--- src/rtl/pqw_pkg.sv ---
`timescale 1ns / 1ps
// ----------------------------------------------------------------------------
// pqw_pkg
// Shared constants, codes, types and the term table of the post-order
// quartet weight block.
// ----------------------------------------------------------------------------
package pqw_pkg;

   // Default configuration of the block
   localparam int DEF_STACK_DEPTH = 32;
   localparam int DEF_LABEL_COUNT = 32;
   localparam int DEF_COUNT_WIDTH = 8;

   // Fixed field widths
   localparam int MAP_WIDTH       = 64;
   localparam int TOTAL_WIDTH     = 8;
   localparam int LABEL_WIDTH     = 5;
   localparam int OPCODE_WIDTH    = 2;
   localparam int WEIGHT_WIDTH    = 64;
   localparam int ERROR_WIDTH     = 2;
   localparam int FILL_WIDTH      = 6;
   localparam int CSR_INDEX_WIDTH = 3;
   localparam int CSR_DATA_WIDTH  = 64;

   // Queue between front and back, and the term sequencer
   localparam int QUEUE_DEPTH    = 4;
   localparam int TERM_COUNT     = 6;
   localparam int TERM_IDX_WIDTH = 3;
   localparam int TERM_BIAS      = 3;

   // Token kinds
   typedef enum logic [OPCODE_WIDTH-1:0] {
      OP_LEAF  = 2'd0,
      OP_MERGE = 2'd1,
      OP_END   = 2'd2
   } opcode_type;

   // Stack status reported with every item
   typedef enum logic [ERROR_WIDTH-1:0] {
      ERR_NONE      = 2'd0,
      ERR_UNDERFLOW = 2'd1,
      ERR_OVERFLOW  = 2'd2
   } error_type;

   // Side codes of the label map
   localparam logic [1:0] SIDE_A    = 2'd0;
   localparam logic [1:0] SIDE_B    = 2'd1;
   localparam logic [1:0] SIDE_C    = 2'd2;
   localparam logic [1:0] SIDE_NONE = 2'd3;

   // Register indexes of the configuration port
   localparam logic [CSR_INDEX_WIDTH-1:0] CSR_SIDE_MAP = 3'd0;
   localparam logic [CSR_INDEX_WIDTH-1:0] CSR_TOTAL_A  = 3'd1;
   localparam logic [CSR_INDEX_WIDTH-1:0] CSR_TOTAL_B  = 3'd2;
   localparam logic [CSR_INDEX_WIDTH-1:0] CSR_TOTAL_C  = 3'd3;

   // Weight limits and the value of a term with a negative count
   localparam logic signed [WEIGHT_WIDTH-1:0] WEIGHT_MAX   = 64'sh7FFF_FFFF_FFFF_FFFF;
   localparam logic signed [WEIGHT_WIDTH-1:0] WEIGHT_MIN   = 64'sh8000_0000_0000_0000;
   localparam logic signed [WEIGHT_WIDTH-1:0] TERM_NEG_ONE = -64'sd1;

   // Control part of one queued item
   typedef struct packed {
      logic                  is_merge;
      error_type             err;
      logic [FILL_WIDTH-1:0] fill;
   } tag_type;

   // Sides of p, q and r for each of the six terms, packed {p, q, r}
   function automatic logic [5:0] term_sides(input logic [TERM_IDX_WIDTH-1:0] idx);
      logic [5:0] sides;
      unique case (idx)
         3'd0:    sides = {SIDE_A, SIDE_B, SIDE_C};
         3'd1:    sides = {SIDE_A, SIDE_C, SIDE_B};
         3'd2:    sides = {SIDE_B, SIDE_A, SIDE_C};
         3'd3:    sides = {SIDE_B, SIDE_C, SIDE_A};
         3'd4:    sides = {SIDE_C, SIDE_A, SIDE_B};
         3'd5:    sides = {SIDE_C, SIDE_B, SIDE_A};
         default: sides = {SIDE_A, SIDE_A, SIDE_A};
      endcase
      return sides;
   endfunction

endpackage

--- src/rtl/pqw_front.sv ---
`timescale 1ns / 1ps
// ----------------------------------------------------------------------------
// pqw_front
// Accepts tokens, runs the vector stack and hands one classified item per
// token to the queue: stack status plus, for a merge, both operands and sum.
// ----------------------------------------------------------------------------
module pqw_front #(
   parameter int STACK_DEPTH  = pqw_pkg::DEF_STACK_DEPTH,
   parameter int LABEL_COUNT  = pqw_pkg::DEF_LABEL_COUNT,
   parameter int COUNT_WIDTH  = pqw_pkg::DEF_COUNT_WIDTH,
   localparam int REC_WIDTH   = $bits(pqw_pkg::tag_type) + 9 * COUNT_WIDTH
) (
   input  logic                                 clock,
   input  logic                                 reset,
   input  logic                                 req_valid,
   output logic                                 req_stall,
   input  logic [pqw_pkg::OPCODE_WIDTH-1:0]     req_opcode,
   input  logic [pqw_pkg::LABEL_WIDTH-1:0]      req_leaf_label,
   input  logic [pqw_pkg::MAP_WIDTH-1:0]        side_map,
   input  logic                                 q_full,
   output logic                                 q_push,
   output logic [REC_WIDTH-1:0]                 q_data
);

   localparam int CNT_W  = $clog2(STACK_DEPTH + 1);
   localparam int ADDR_W = $clog2(STACK_DEPTH);
   localparam int TRIO_W = 3 * COUNT_WIDTH;
   localparam int FILL_W = pqw_pkg::FILL_WIDTH;
   localparam int SEL_W  = pqw_pkg::LABEL_WIDTH + 1;

   typedef enum logic [1:0] {
      F_TAKE  = 2'b01,
      F_MERGE = 2'b10
   } fstate_type;

   fstate_type          fstate_ff, fstate_in;
   logic [CNT_W-1:0]    count_ff, count_in, count_m1, count_m2;
   logic [TRIO_W-1:0]   top_ff, top_in;
   logic [TRIO_W-1:0]   rd_data_ff;
   logic [TRIO_W-1:0]   stack_mem [STACK_DEPTH];
   logic [TRIO_W-1:0]   leaf_vec, sum_vec;
   logic [TRIO_W-1:0]   rec_x, rec_y, rec_s;
   logic [COUNT_WIDTH:0] part_sum;
   logic                mem_we, rd_en, accept;
   logic [1:0]          side_code;
   pqw_pkg::opcode_type opcode;
   pqw_pkg::tag_type    tag;

   // Take a token only in the accept state with room in the queue
   assign req_stall = (fstate_ff != F_TAKE) || q_full;
   assign accept    = req_valid && !req_stall;
   assign opcode    = pqw_pkg::opcode_type'(req_opcode);
   assign count_m1  = count_ff - CNT_W'(1);
   assign count_m2  = count_ff - CNT_W'(2);

   // Look up the side of the label; labels past the map count as unmapped
   always_comb begin
      if (SEL_W'(req_leaf_label) < SEL_W'(LABEL_COUNT)) begin
         side_code = side_map[{req_leaf_label, 1'b0} +: 2];
      end else begin
         side_code = pqw_pkg::SIDE_NONE;
      end
   end

   // Build the one-hot leaf vector
   always_comb begin
      leaf_vec = '0;
      unique case (side_code)
         pqw_pkg::SIDE_A: leaf_vec[0]               = 1'b1;
         pqw_pkg::SIDE_B: leaf_vec[COUNT_WIDTH]     = 1'b1;
         pqw_pkg::SIDE_C: leaf_vec[2 * COUNT_WIDTH] = 1'b1;
         default:         leaf_vec                  = '0;
      endcase
   end

   // Add the top two vectors, each count saturating
   always_comb begin
      sum_vec  = '0;
      part_sum = '0;
      for (int k = 0; k < 3; k++) begin
         part_sum = {1'b0, top_ff[k * COUNT_WIDTH +: COUNT_WIDTH]}
                  + {1'b0, rd_data_ff[k * COUNT_WIDTH +: COUNT_WIDTH]};
         sum_vec[k * COUNT_WIDTH +: COUNT_WIDTH] =
            part_sum[COUNT_WIDTH] ? {COUNT_WIDTH{1'b1}} : part_sum[COUNT_WIDTH-1:0];
      end
   end

   // Stack control and item classification
   always_comb begin
      fstate_in    = fstate_ff;
      count_in     = count_ff;
      top_in       = top_ff;
      mem_we       = 1'b0;
      rd_en        = 1'b0;
      q_push       = 1'b0;
      tag.is_merge = 1'b0;
      tag.err      = pqw_pkg::ERR_NONE;
      rec_x        = top_ff;
      rec_y        = rd_data_ff;
      rec_s        = sum_vec;
      unique case (fstate_ff)
         F_TAKE: begin
            if (accept) begin
               q_push = 1'b1;
               unique case (opcode)
                  pqw_pkg::OP_LEAF: begin
                     if (count_ff == CNT_W'(STACK_DEPTH)) begin
                        tag.err = pqw_pkg::ERR_OVERFLOW;
                     end else begin
                        // spill the old top below the new one
                        mem_we   = (count_ff != '0);
                        top_in   = leaf_vec;
                        count_in = count_ff + CNT_W'(1);
                     end
                  end
                  pqw_pkg::OP_MERGE: begin
                     if (count_ff < CNT_W'(2)) begin
                        tag.err = pqw_pkg::ERR_UNDERFLOW;
                     end else begin
                        // fetch the second vector, finish next cycle
                        q_push    = 1'b0;
                        rd_en     = 1'b1;
                        fstate_in = F_MERGE;
                     end
                  end
                  pqw_pkg::OP_END: begin
                     count_in = '0;
                  end
                  default: begin
                     count_in = count_ff;
                  end
               endcase
            end
         end
         F_MERGE: begin
            q_push       = 1'b1;
            tag.is_merge = 1'b1;
            top_in       = sum_vec;
            count_in     = count_m1;
            fstate_in    = F_TAKE;
         end
         default: begin
            fstate_in = F_TAKE;
         end
      endcase
      tag.fill = FILL_W'(count_in);
   end

   assign q_data = {tag, rec_x, rec_y, rec_s};

   // Control registers
   always_ff @(posedge clock) begin
      if (reset) begin
         fstate_ff <= F_TAKE;
         count_ff  <= '0;
      end else begin
         fstate_ff <= fstate_in;
         count_ff  <= count_in;
      end
   end

   // Top of stack register and the stack memory below it
   always_ff @(posedge clock) begin
      top_ff <= top_in;
      if (mem_we) begin
         stack_mem[count_m1[ADDR_W-1:0]] <= top_ff;
      end
      if (rd_en) begin
         rd_data_ff <= stack_mem[count_m2[ADDR_W-1:0]];
      end
   end

endmodule

--- src/rtl/pqw_queue.sv ---
`timescale 1ns / 1ps
// ----------------------------------------------------------------------------
// pqw_queue
// Short first-in first-out queue of items between the front and the back.
// ----------------------------------------------------------------------------
module pqw_queue #(
   parameter int WIDTH = 1,
   parameter int DEPTH = pqw_pkg::QUEUE_DEPTH
) (
   input  logic             clock,
   input  logic             reset,
   input  logic             push,
   input  logic [WIDTH-1:0] push_data,
   output logic             full,
   input  logic             pop,
   output logic             empty,
   output logic [WIDTH-1:0] head_data
);

   localparam int PTR_W = (DEPTH > 1) ? $clog2(DEPTH) : 1;
   localparam int CNT_W = $clog2(DEPTH + 1);

   logic [WIDTH-1:0] slot_ff [DEPTH];
   logic [PTR_W-1:0] wr_ptr_ff, wr_ptr_in, rd_ptr_ff, rd_ptr_in;
   logic [CNT_W-1:0] used_ff, used_in;
   logic             do_push, do_pop;

   assign full      = (used_ff == CNT_W'(DEPTH));
   assign empty     = (used_ff == '0);
   assign head_data = slot_ff[rd_ptr_ff];
   assign do_push   = push && !full;
   assign do_pop    = pop && !empty;

   // Advance pointers with wrap, track occupancy
   always_comb begin
      wr_ptr_in = wr_ptr_ff;
      rd_ptr_in = rd_ptr_ff;
      used_in   = used_ff;
      if (do_push) begin
         wr_ptr_in = (wr_ptr_ff == PTR_W'(DEPTH - 1)) ? '0 : wr_ptr_ff + PTR_W'(1);
      end
      if (do_pop) begin
         rd_ptr_in = (rd_ptr_ff == PTR_W'(DEPTH - 1)) ? '0 : rd_ptr_ff + PTR_W'(1);
      end
      if (do_push && !do_pop) begin
         used_in = used_ff + CNT_W'(1);
      end else if (do_pop && !do_push) begin
         used_in = used_ff - CNT_W'(1);
      end
   end

   always_ff @(posedge clock) begin
      if (reset) begin
         wr_ptr_ff <= '0;
         rd_ptr_ff <= '0;
         used_ff   <= '0;
      end else begin
         wr_ptr_ff <= wr_ptr_in;
         rd_ptr_ff <= rd_ptr_in;
         used_ff   <= used_in;
      end
   end

   // Store the pushed item
   always_ff @(posedge clock) begin
      if (do_push) begin
         slot_ff[wr_ptr_ff] <= push_data;
      end
   end

endmodule

--- src/rtl/pqw_back.sv ---
`timescale 1ns / 1ps
// ----------------------------------------------------------------------------
// pqw_back
// Takes items from the queue in order, runs the six F terms of a merge
// through a shared two-stage multiplier, keeps the saturating weight and
// drives the result register.
// ----------------------------------------------------------------------------
module pqw_back #(
   parameter int COUNT_WIDTH = pqw_pkg::DEF_COUNT_WIDTH,
   localparam int REC_WIDTH  = $bits(pqw_pkg::tag_type) + 9 * COUNT_WIDTH
) (
   input  logic                                      clock,
   input  logic                                      reset,
   input  logic                                      q_empty,
   input  logic [REC_WIDTH-1:0]                      q_head,
   output logic                                      q_pop,
   input  logic [pqw_pkg::TOTAL_WIDTH-1:0]           total_side_a,
   input  logic [pqw_pkg::TOTAL_WIDTH-1:0]           total_side_b,
   input  logic [pqw_pkg::TOTAL_WIDTH-1:0]           total_side_c,
   output logic                                      rsp_valid,
   input  logic                                      rsp_stall,
   output logic signed [pqw_pkg::WEIGHT_WIDTH-1:0]   rsp_weight_total,
   output logic [pqw_pkg::ERROR_WIDTH-1:0]           rsp_stack_error,
   output logic [pqw_pkg::FILL_WIDTH-1:0]            rsp_stack_fill
);

   localparam int TRIO_W  = 3 * COUNT_WIDTH;
   localparam int TAG_W   = $bits(pqw_pkg::tag_type);
   localparam int TOT_W   = pqw_pkg::TOTAL_WIDTH;
   localparam int WIDE_W  = (COUNT_WIDTH > TOT_W) ? COUNT_WIDTH : TOT_W;
   localparam int Z_W     = WIDE_W + 1;
   localparam int SUM_W   = WIDE_W + 2;
   localparam int A_W     = 2 * COUNT_WIDTH;
   localparam int B_W     = TOT_W + SUM_W;
   localparam int P_W     = A_W + B_W;
   localparam int W_W     = pqw_pkg::WEIGHT_WIDTH;
   localparam int IDX_W   = pqw_pkg::TERM_IDX_WIDTH;

   typedef enum logic [2:0] {
      B_IDLE = 3'b001,
      B_TERM = 3'b010,
      B_SUM  = 3'b100
   } bstate_type;

   bstate_type              bstate_ff, bstate_in;
   pqw_pkg::tag_type        head_tag, rec_tag_ff, out_tag;
   logic [TRIO_W-1:0]       rec_x_ff, rec_y_ff, rec_s_ff;
   logic [IDX_W-1:0]        issue_ff, issue_in, done_ff, done_in;
   logic                    issue_go, latch_rec, load_out, out_free;
   logic [5:0]              sides;
   logic [COUNT_WIDTH-1:0]  p_val, q_val, s_val;
   logic [TOT_W-1:0]        tot_val, r_val;
   logic [Z_W-1:0]          z_val;
   logic [SUM_W-1:0]        sum3;
   logic                    s1_valid_ff, s1_neg_ff, s1_zero_ff;
   logic [A_W-1:0]          a_ff;
   logic [B_W-1:0]          b_ff;
   logic [P_W-1:0]          prod;
   logic                    s2_valid_ff;
   logic signed [W_W-1:0]   term_ff, term_in, tsum_ff, tsum_in;
   logic signed [W_W-1:0]   weight_ff, weight_in, sat_sum, out_weight;
   logic [W_W:0]            sum_wide;
   logic                    rsp_valid_ff, rsp_valid_in;
   logic signed [W_W-1:0]   rsp_weight_ff;
   logic [pqw_pkg::ERROR_WIDTH-1:0] rsp_err_ff;
   logic [pqw_pkg::FILL_WIDTH-1:0]  rsp_fill_ff;

   assign head_tag = q_head[REC_WIDTH-1 -: TAG_W];
   assign out_free = !rsp_valid_ff || !rsp_stall;
   assign issue_go = (bstate_ff == B_TERM) && (issue_ff != IDX_W'(pqw_pkg::TERM_COUNT));

   // Select the operands of the term being issued
   always_comb begin
      sides = pqw_pkg::term_sides(issue_ff);
      p_val = rec_x_ff[sides[5:4] * COUNT_WIDTH +: COUNT_WIDTH];
      q_val = rec_y_ff[sides[3:2] * COUNT_WIDTH +: COUNT_WIDTH];
      s_val = rec_s_ff[sides[1:0] * COUNT_WIDTH +: COUNT_WIDTH];
      unique case (sides[1:0])
         pqw_pkg::SIDE_A: tot_val = total_side_a;
         pqw_pkg::SIDE_B: tot_val = total_side_b;
         pqw_pkg::SIDE_C: tot_val = total_side_c;
         default:         tot_val = '0;
      endcase
      // complement count; when not negative it fits the total's width
      z_val = Z_W'(tot_val) - Z_W'(s_val);
      r_val = z_val[TOT_W-1:0];
      sum3  = SUM_W'(p_val) + SUM_W'(q_val) + SUM_W'(r_val) - SUM_W'(pqw_pkg::TERM_BIAS);
   end

   // Stage two product and term value
   always_comb begin
      prod = P_W'(a_ff) * P_W'(b_ff);
      if (s1_neg_ff) begin
         term_in = pqw_pkg::TERM_NEG_ONE;
      end else if (s1_zero_ff) begin
         term_in = '0;
      end else begin
         term_in = W_W'(prod);
      end
   end

   // Saturating weight update
   always_comb begin
      sum_wide = {weight_ff[W_W-1], weight_ff} + {tsum_ff[W_W-1], tsum_ff};
      if (sum_wide[W_W] != sum_wide[W_W-1]) begin
         sat_sum = sum_wide[W_W] ? pqw_pkg::WEIGHT_MIN : pqw_pkg::WEIGHT_MAX;
      end else begin
         sat_sum = sum_wide[W_W-1:0];
      end
   end

   // Sequencer
   always_comb begin
      bstate_in  = bstate_ff;
      q_pop      = 1'b0;
      latch_rec  = 1'b0;
      load_out   = 1'b0;
      out_tag    = head_tag;
      out_weight = weight_ff;
      weight_in  = weight_ff;
      unique case (bstate_ff)
         B_IDLE: begin
            if (!q_empty) begin
               if (head_tag.is_merge) begin
                  q_pop     = 1'b1;
                  latch_rec = 1'b1;
                  bstate_in = B_TERM;
               end else if (out_free) begin
                  q_pop    = 1'b1;
                  load_out = 1'b1;
               end
            end
         end
         B_TERM: begin
            if (done_ff == IDX_W'(pqw_pkg::TERM_COUNT)) begin
               bstate_in = B_SUM;
            end
         end
         B_SUM: begin
            if (out_free) begin
               load_out   = 1'b1;
               out_tag    = rec_tag_ff;
               out_weight = sat_sum;
               weight_in  = sat_sum;
               bstate_in  = B_IDLE;
            end
         end
         default: begin
            bstate_in = B_IDLE;
         end
      endcase
   end

   // Term counters and partial sum
   always_comb begin
      issue_in = issue_ff;
      done_in  = done_ff;
      tsum_in  = tsum_ff;
      if (latch_rec) begin
         issue_in = '0;
         done_in  = '0;
         tsum_in  = '0;
      end else begin
         if (issue_go) begin
            issue_in = issue_ff + IDX_W'(1);
         end
         if (s2_valid_ff) begin
            done_in = done_ff + IDX_W'(1);
            tsum_in = tsum_ff + term_ff;
         end
      end
   end

   // Drop the result once taken, load a new one when the slot frees
   always_comb begin
      rsp_valid_in = rsp_valid_ff;
      if (load_out) begin
         rsp_valid_in = 1'b1;
      end else if (rsp_valid_ff && !rsp_stall) begin
         rsp_valid_in = 1'b0;
      end
   end

   // Control registers
   always_ff @(posedge clock) begin
      if (reset) begin
         bstate_ff    <= B_IDLE;
         issue_ff     <= '0;
         done_ff      <= '0;
         s1_valid_ff  <= 1'b0;
         s2_valid_ff  <= 1'b0;
         weight_ff    <= '0;
         rsp_valid_ff <= 1'b0;
      end else begin
         bstate_ff    <= bstate_in;
         issue_ff     <= issue_in;
         done_ff      <= done_in;
         s1_valid_ff  <= issue_go;
         s2_valid_ff  <= s1_valid_ff;
         weight_ff    <= weight_in;
         rsp_valid_ff <= rsp_valid_in;
      end
   end

   // Datapath registers
   always_ff @(posedge clock) begin
      if (latch_rec) begin
         rec_tag_ff <= head_tag;
         rec_x_ff   <= q_head[3 * TRIO_W - 1 -: TRIO_W];
         rec_y_ff   <= q_head[2 * TRIO_W - 1 -: TRIO_W];
         rec_s_ff   <= q_head[TRIO_W - 1 -: TRIO_W];
      end
      s1_neg_ff  <= z_val[Z_W-1];
      s1_zero_ff <= (p_val == '0) || (q_val == '0) || (r_val == '0);
      a_ff       <= A_W'(p_val) * A_W'(q_val);
      b_ff       <= B_W'(r_val) * B_W'(sum3);
      term_ff    <= term_in;
      tsum_ff    <= tsum_in;
      if (load_out) begin
         rsp_weight_ff <= out_weight;
         rsp_err_ff    <= out_tag.err;
         rsp_fill_ff   <= out_tag.fill;
      end
   end

   assign rsp_valid        = rsp_valid_ff;
   assign rsp_weight_total = rsp_weight_ff;
   assign rsp_stack_error  = rsp_err_ff;
   assign rsp_stack_fill   = rsp_fill_ff;

endmodule

--- src/rtl/postorder_quartet_weight_top.sv ---
`timescale 1ns / 1ps
// ----------------------------------------------------------------------------
// postorder_quartet_weight_top
// Post-order tree token stream in, one stack status and running quartet
// weight out per token.
// ----------------------------------------------------------------------------
// Every token gives exactly one result, in token order. The front end pushes
// a leaf, end-of-tree or rejected token to the queue in the cycle it takes
// it; a good merge first reads the vector under the top from the stack
// memory into a register, then pushes the sum. Items wait in a four-entry
// queue for the back end, which passes a non-merge item to the result
// register; a merge it latches, issues its six F terms one a cycle through
// a shared two-stage multiplier, forms the partial sum, then does the
// saturating weight add. The back end's term unit sets the sustained rate:
// it takes no new item until a merge's weight is in the result register,
// which frees the back end as soon as the result is taken. The user is to
// write configuration registers (index 0 label map, 1 to 3 side totals)
// only while the block holds no item; the block does not enforce this.
// csr_ready is always high and writes to other indexes are dropped. No clearing pass follows reset.
// ----------------------------------------------------------------------------
module postorder_quartet_weight_top #(
   parameter int STACK_DEPTH = pqw_pkg::DEF_STACK_DEPTH,
   parameter int LABEL_COUNT = pqw_pkg::DEF_LABEL_COUNT,
   parameter int COUNT_WIDTH = pqw_pkg::DEF_COUNT_WIDTH
) (
   input  logic                                     clock,
   input  logic                                     reset,
   input  logic                                     req_valid,
   output logic                                     req_stall,
   input  logic [pqw_pkg::OPCODE_WIDTH-1:0]         req_opcode,
   input  logic [pqw_pkg::LABEL_WIDTH-1:0]          req_leaf_label,
   output logic                                     rsp_valid,
   input  logic                                     rsp_stall,
   output logic signed [pqw_pkg::WEIGHT_WIDTH-1:0]  rsp_weight_total,
   output logic [pqw_pkg::ERROR_WIDTH-1:0]          rsp_stack_error,
   output logic [pqw_pkg::FILL_WIDTH-1:0]           rsp_stack_fill,
   input  logic                                     csr_valid,
   output logic                                     csr_ready,
   input  logic [pqw_pkg::CSR_INDEX_WIDTH-1:0]      csr_index,
   input  logic [pqw_pkg::CSR_DATA_WIDTH-1:0]       csr_wdata
);

   localparam int REC_WIDTH = $bits(pqw_pkg::tag_type) + 9 * COUNT_WIDTH;
   localparam int TOT_W     = pqw_pkg::TOTAL_WIDTH;

   logic [pqw_pkg::MAP_WIDTH-1:0] side_map_ff;
   logic [TOT_W-1:0]              total_a_ff, total_b_ff, total_c_ff;
   logic                          q_push, q_full, q_pop, q_empty;
   logic [REC_WIDTH-1:0]          q_push_data, q_head;
   logic                          csr_write;

   assign csr_ready = 1'b1;
   assign csr_write = csr_valid && csr_ready;

   // Configuration registers
   always_ff @(posedge clock) begin
      if (reset) begin
         side_map_ff <= '0;
         total_a_ff  <= '0;
         total_b_ff  <= '0;
         total_c_ff  <= '0;
      end else if (csr_write) begin
         unique case (csr_index)
            pqw_pkg::CSR_SIDE_MAP: side_map_ff <= csr_wdata;
            pqw_pkg::CSR_TOTAL_A:  total_a_ff  <= csr_wdata[TOT_W-1:0];
            pqw_pkg::CSR_TOTAL_B:  total_b_ff  <= csr_wdata[TOT_W-1:0];
            pqw_pkg::CSR_TOTAL_C:  total_c_ff  <= csr_wdata[TOT_W-1:0];
            default:               side_map_ff <= side_map_ff;
         endcase
      end
   end

   pqw_front #(
      .STACK_DEPTH (STACK_DEPTH),
      .LABEL_COUNT (LABEL_COUNT),
      .COUNT_WIDTH (COUNT_WIDTH)
   ) u_front (
      .clock          (clock),
      .reset          (reset),
      .req_valid      (req_valid),
      .req_stall      (req_stall),
      .req_opcode     (req_opcode),
      .req_leaf_label (req_leaf_label),
      .side_map       (side_map_ff),
      .q_full         (q_full),
      .q_push         (q_push),
      .q_data         (q_push_data)
   );

   pqw_queue #(
      .WIDTH (REC_WIDTH),
      .DEPTH (pqw_pkg::QUEUE_DEPTH)
   ) u_queue (
      .clock     (clock),
      .reset     (reset),
      .push      (q_push),
      .push_data (q_push_data),
      .full      (q_full),
      .pop       (q_pop),
      .empty     (q_empty),
      .head_data (q_head)
   );

   pqw_back #(
      .COUNT_WIDTH (COUNT_WIDTH)
   ) u_back (
      .clock            (clock),
      .reset            (reset),
      .q_empty          (q_empty),
      .q_head           (q_head),
      .q_pop            (q_pop),
      .total_side_a     (total_a_ff),
      .total_side_b     (total_b_ff),
      .total_side_c     (total_c_ff),
      .rsp_valid        (rsp_valid),
      .rsp_stall        (rsp_stall),
      .rsp_weight_total (rsp_weight_total),
      .rsp_stack_error  (rsp_stack_error),
      .rsp_stack_fill   (rsp_stack_fill)
   );

endmodule

--- config.mk ---
export PLATFORM = sky130hd
export DESIGN_NAME = postorder_quartet_weight_top
export DESIGN_NICKNAME = d
export VERILOG_FILES = /design/src/rtl/pqw_pkg.sv /design/src/rtl/pqw_front.sv /design/src/rtl/pqw_queue.sv /design/src/rtl/pqw_back.sv /design/src/rtl/postorder_quartet_weight_top.sv
export SDC_FILE = /design/constraint.sdc
export NUM_CORES = 2
export LEC_CHECK = 0
export BUFFER_PORTS_ARGS = -buffer_cell sky130_fd_sc_hd__buf_4
export CORE_MARGIN = 4
export CORE_UTILIZATION = 38
export DETAILED_ROUTE_END_ITERATION = 7
export PLACE_DENSITY_LB_ADDON = 0.3
export SLEW_MARGIN = 20
export SYNTH_ARGS = -nofsm -noshare
export SYNTH_HDL_FRONTEND = slang
export SYNTH_HIERARCHICAL = 1
export SYNTH_SLANG_ARGS = --single-unit
--- constraint.sdc ---
create_clock -name clock -period 13.09 [get_ports clock]
set_input_delay 1.9635 -clock clock [delete_from_list [all_inputs] [get_ports clock]]
set_output_delay 1.9635 -clock clock [all_outputs]
set_load 0.05 [all_outputs]
# Yosys cells after proc, flatten, opt, wreduce, memory -nomap -nowiden
# Memories as Yosys holds them, arrays and structs flattened. A register that Yosys moved wholly into a read port is not among the register bits.
# Index checks and enable logic that the tools add are counted.
# op_classes
add_sub_neg	18
n_mul	3
n_lt_le_gt_ge	1
eq_ne	34
n_shift	4
n_mux	68
bitwise_logic	2
reduce_logical	40
# op_table
operator	n
$mux W64	4
$mux W24	3
$shiftx A24 B6 Y8	3
$add A64 B64 Y65	1
$add A64 B64 Y64	1
$shiftx A64 B7 Y2	1
$pmux W24 S2	1
$mux W8	5
$add A8 B8 Y9	4
$pmux W6 S6	1
$mul A16 B18 Y34	1
$mux W34	1
$mux W1	31
$logic_not A8 Y1	3
$pmux W6 S2	2
$pmux W8 S3	1
$mul A8 B10 Y18	1
$mux W3	6
$mul A8 B8 Y16	1
$eq A3 B2 Y1 const B	5
$eq A3 B3 Y1 const B	5
$mux W2	7
$eq A2 B2 Y1 const B	6
$mux W6	2
other kinds (32)	74
# totals
ff_bits	519
ram_bits	1092
inputBits	79
out_inout_bits	75
word_cells	203
mem_count	2
# mem_list
name	depth	width	read_ports	rd_clocked_by_memory_dff	write_ports	line	source
u_front.stack_mem	32	24	1	1	1	pqw_front.sv:40	logic [TRIO_W-1:0] stack_mem [STACK_DEPTH];
u_queue.slot_ff	4	81	1	1	1	pqw_queue.sv:23	logic [WIDTH-1:0] slot_ff [DEPTH];

# Longest topological paths before layout
# depth
depth_word	11
depth_mapped	39
mapped_depth_nobuf	38

# Hierarchy
# Netlist, hierarchy kept.
# modules_own_cells
mod	n_inst	cells_per_inst	area_per_inst_um2	seq_area_each_um2
pqw_back	1	3910	34753.3	8788.4
pqw_front	1	1525	33293.2	24663.7
pqw_queue	1	473	12157.9	9909.5
postorder_quartet_weight_top	1	361	3881.2	1761.7

# Worst setup path before layout
# OpenSTA, ideal clock, no wires.
# synth_timing
path_kind	reg2reg
startpoint	register u_back.issue_ff[1]
endpoint	register u_back.b_ff[16]
setup_time_ns	0.079
t_arrival_ns	9.115
required_time_ns	13.011
setup_slack_ns	3.896
stages_incl_launch_ff	38
path_buffers	2
path_cell_list	dfxtp_1 inv_1 ha_1 nor2b_1 a21oi_1 clkbuf_1 nand2_1 a21oi_1 a21oi_1 ha_1 fa_1 clkbuf_1 inv_1 fa_1 inv_1 fa_1 inv_1 ha_1 (+2 left out) o21bai_1 a21oi_1 o21bai_1 a21oi_1 xor2_1 nor2_1 fa_1 fa_1 fa_1 inv_1 fa_1 inv_1 ha_1 o21a_1 o31a_1 or4_1 a2111o_1 o211ai_1
# synth_between
elab_chain_cells	8
# synth_lines
element	line	source
start, declared	pqw_back.sv:48	logic [IDX_W-1:0] issue_ff, issue_in, done_ff, done_in;
start signal, assigned	pqw_back.sv:196	issue_ff <= issue_in;
$eq A3 B3 Y1, or another cell as far along	pqw_pkg.sv:72	unique case (idx)
$pmux W6 S6 (*)	pqw_pkg.sv:72	
branches (longest 5 deep; another with $add A10 B8 Y10)	n/a	
$mul A8 B10 Y18 (*)	pqw_back.sv:216	b_ff <= B_W'(r_val) * B_W'(sum3);
end signal, assigned	pqw_back.sv:216	
end, declared	pqw_back.sv:57	logic [B_W-1:0] b_ff;
# Every way passes the cells marked *.
# A chain may end at the register's enable or synchronous reset.

# Final worst setup path
# Ends and elaborated chain as after synthesis.

==> impl_results.rst <==
.. list-table::
   :header-rows: 1

   * - Metric
     - Value
   * - Primary flip-flop cell chosen by synthesis mapping
     - edfxtp_1
   * - RSZ-0062 raised after global routing
     - no
   * - Final global-route overflow total
     - 0
   * - Final Non-Filler Cells
     - 9516
   * - Post-cts hold buffer count
     - 0
   * - Max-slew violations
     - 0
   * - Number of input and output port buffers inserted
     - 152
   * - Number of storage elements in the synthesis netlist
     - 1608
   * - Worst-case hold slack
     - 0.4346 ns
   * - Placed Cells incl. Taps
     - 9190
   * - Total number of clock tree sinks
     - 1608
   * - Antenna violations before repair
     - 4
   * - Peak fanout along the critical path
     - 14
   * - Number of gates resized after CTS
     - 0
   * - Number of enable flip-flop cells after synthesis
     - 1292
   * - Synthesized netlist cell count
     - 6269
   * - Setup TNS
     - 0 ns
   * - DIE AREA
     - 228900 um2
   * - Synthesis-to-finish area growth
     - 12.22%
   * - Worst setup skew after layout
     - 0.05269 ns
   * - Number of vias after detailed routing
     - 50410
   * - Clock slew at the register clock pins of the worst setup and hold paths
     - 0.07 ns
   * - Via count of the first global-routing pass
     - 52130
   * - Critical path launch point type
     - flop
   * - Wire length of the first global-routing pass
     - 314700 um
   * - Number of filler cells placed in the layout
     - 20110
   * - Final count of negative-setup-slack endpoints
     - 0
   * - Rows
     - 172
   * - Period utilisation layout
     - 77.56%
   * - Detailed Route WL
     - 202700 um
   * - Worst min path class
     - flop to flop
   * - Unique cell type count in the Yosys netlist
     - 99
   * - Library cell with the highest instance count after synthesis
     - edfxtp_1
   * - Run status
     - complete, no violations
   * - Max-cap violation count
     - 0
   * - Yosys top cell area share
     - 46.14%
   * - Hpwl dp
     - 136200 um
   * - Library cell occupying the most area in the post-synthesis netlist
     - edfxtp_1
   * - Pin count of the biggest net entering global routing
     - 152
   * - TritonCTS clock tree
     - yes
   * - Netlist Area Pre-Place
     - 84090 um2
   * - Share of post-route cells with drive strength above 1
     - 14.92%
   * - Die span in x
     - 478.4 um
   * - Wirelength per Cell
     - 21.30 um
   * - Hold Violations, Final
     - 0
   * - Commonest cells in the netlist
     - 1292 x edfxtp_1, 487 x inv_1, 467 x nand2_1
   * - Post-synth net total
     - 7057
   * - Starting utilization of the core area
     - 38.23%
   * - Core Box Area
     - 219900 um2
   * - Drt pass-1 iters
     - 8
   * - Largest stage delay on the critical path
     - 0.81 ns
   * - Clock latency reported for the late side of the worst-skew pair
     - 0.80 ns
   * - Slew HR
     - 27.13%
   * - Maximum clock rate
     - 98.49 MHz
   * - I/O pin count
     - 154
   * - Cell at the root of the clock tree
     - clkbuf_16
   * - Layout Nets
     - 7208
   * - Required time at the worst-slack endpoint
     - 13.79 ns
   * - Clock buffer depth
     - 3
   * - # DRC
     - 0
   * - Violation count after the first detailed-route iteration
     - 3421
   * - Biggest area contributors in the synthesized netlist
     - edfxtp_1 46%, mux4_2 9.0%, fa_1 7.6%
   * - Worst Setup Path Type
     - flop to flop
   * - Share of flip-flops with an asynchronous set or reset
     - 0%
   * - Routability cong.
     - 0.8695
   * - Synthesis warning total
     - 6
   * - Worst EP arrival
     - 10.85 ns
   * - GRT Resource Usage Total
     - 17.58%
   * - Post-CTS Setup Inserts
     - 0
   * - Most frequent cell on the critical path
     - fa_1
   * - Final critical path time including I/O delays and setup
     - 10.15 ns
   * - Worst-margin pin slew
     - 1.093 ns
   * - Sequential fraction of the synthesis area
     - 53.66%
   * - Register Area
     - 45140 um2
   * - Slowest stage cell on the critical path
     - fa_1
   * - Mean post-synth cell area
     - 13.41 um2
   * - Count of nets left with antenna violations after detail routing
     - 0
   * - Via count normalized by instance count
     - 5.297
   * - Critical path endpoint category
     - flop
   * - Number of CTS-inserted buffers
     - 169
   * - Multi-input combinational cell area
     - 35930 um2
   * - Number of levels in the clock H-tree
     - 4
   * - Die H
     - 478.4 um
-- metrics by stage --
step	util (%)	area [um2]	worst slack, ns
3_3_place_gp	40.21	88430	2.993
3_5_place_dp	40.21	88440	2.843
5_1_grt	42.90	94360	2.149
2_1_floorplan	-	84090	3.896
6_report	42.90	94360	2.937
4_1_cts	42.78	94090	2.783
-- cells by family (layout without fill, tap and decap cells) --
kind of cell             Yosys count  after routing  share of synthesized area (%)
flip-flops                      1608           1608                          53.66
AND/OR/NAND/NOR                 1500           1500                          8.610
AO/OA/AOI/OAI                    968            968                          7.218
buffers and inverters            769           1057                          3.812
adder cells (fa/ha/maj)          709            709                          13.42
multiplexers                     521            521                          11.27
XOR/XNOR                         193            193                          2.010
other                              1              2                       0.004460
-- final cells by class --
cell class	instances	area share, %
multi-input cells	3892	38.08
well taps	2958	3.922
clock buffers	212	4.775
inverters	494	1.976
flip-flops and latches	1608	47.84
clock inverters	96	1.209
diodes	1	0.002652
repair buffers	255	2.202
-- flip-flops by register name, summed over array words and instances, names as in the netlist, 6 cells and up, named ones only --
signal / flops
side_map_ff: 64
total_a_ff: 8
total_b_ff: 8
total_c_ff: 8
u_back/a_ff: 16
u_back/b_ff: 18
u_back/rec_s_ff: 24
u_back/rec_tag_ff: 8
u_back/rec_x_ff: 24
u_back/rec_y_ff: 24
u_back/rsp_stack_fill: 6
u_back/rsp_weight_total: 64
u_back/term_ff: 35
u_back/tsum_ff: 64
u_back/weight_ff: 64
u_front/count_ff: 6
u_front/rd_data_ff: 24
u_front/rec_x: 24
u_front/stack_mem: 768
u_queue/slot_ff: 324
-- cell usage in the layout, fill, tap and decap left out, types with 47 or more instances in the layout --
master	netlist	layout
xnor2_1	138	137
mux2i_1	151	151
and2_1	152	152
buf_4	34	235
nor2_1	362	330
mux4_2	337	337
a21oi_1	330	327
a21o_1	98	98
fa_1	321	321
nand4_1	48	48
inv_1	487	486
o21bai_1	47	47
nor3_1	68	67
ha_1	388	387
clkbuf_16	0	173
nand2b_1	194	194
o21ai_0	197	196
dfxtp_1	316	311
xor2_1	55	54
nand3_1	79	79
nand2_1	467	467
edfxtp_1	1292	1292
-- routing by layer --
| layer | track usage, % | vias to the layer above | part of all wire (%) |
|---|---|---|---|
| li1 | - | 23160 | - |
| met1 | 23.22 | 25820 | 43 |
| met5 | 0 | - | 0 |
| met4 | 4.519 | 0 | 2.4 |
| met3 | 2.348 | 309 | 4.2 |
| met2 | 30.56 | 1124 | 50 |
-- worst max-delay path: cells and delay by family, from the launching register on --
| family | cells | cell delay [ns] |
|---|---|---|
| adder cells (fa/ha/maj) | 11 | 4.78 |
| buffers and inverters | 6 | 0.57 |
| flip-flops | 1 | 0.38 |
| AO/OA/AOI/OAI | 13 | 2.80 |
| AND/OR/NAND/NOR | 4 | 0.88 |
| XOR/XNOR | 1 | 0.66 |
-- path summary, 6_finish.rpt --
kind / startpoint / to / slack (ns) / cells after the start
max: u_back/issue_ff[1] / u_back/b_ff[16] / 2.94 / 35
min reg2reg: u_back/s1_valid_ff / u_back/s2_valid_ff / 0.43 / 1
max reg2reg: u_back/issue_ff[1] / u_back/b_ff[16] / 2.94 / 35
min: u_back/s1_valid_ff / u_back/s2_valid_ff / 0.43 / 1
Power is not shown: default switching activity piles up to over one toggle a cycle in this logic, so the estimate is an artifact.
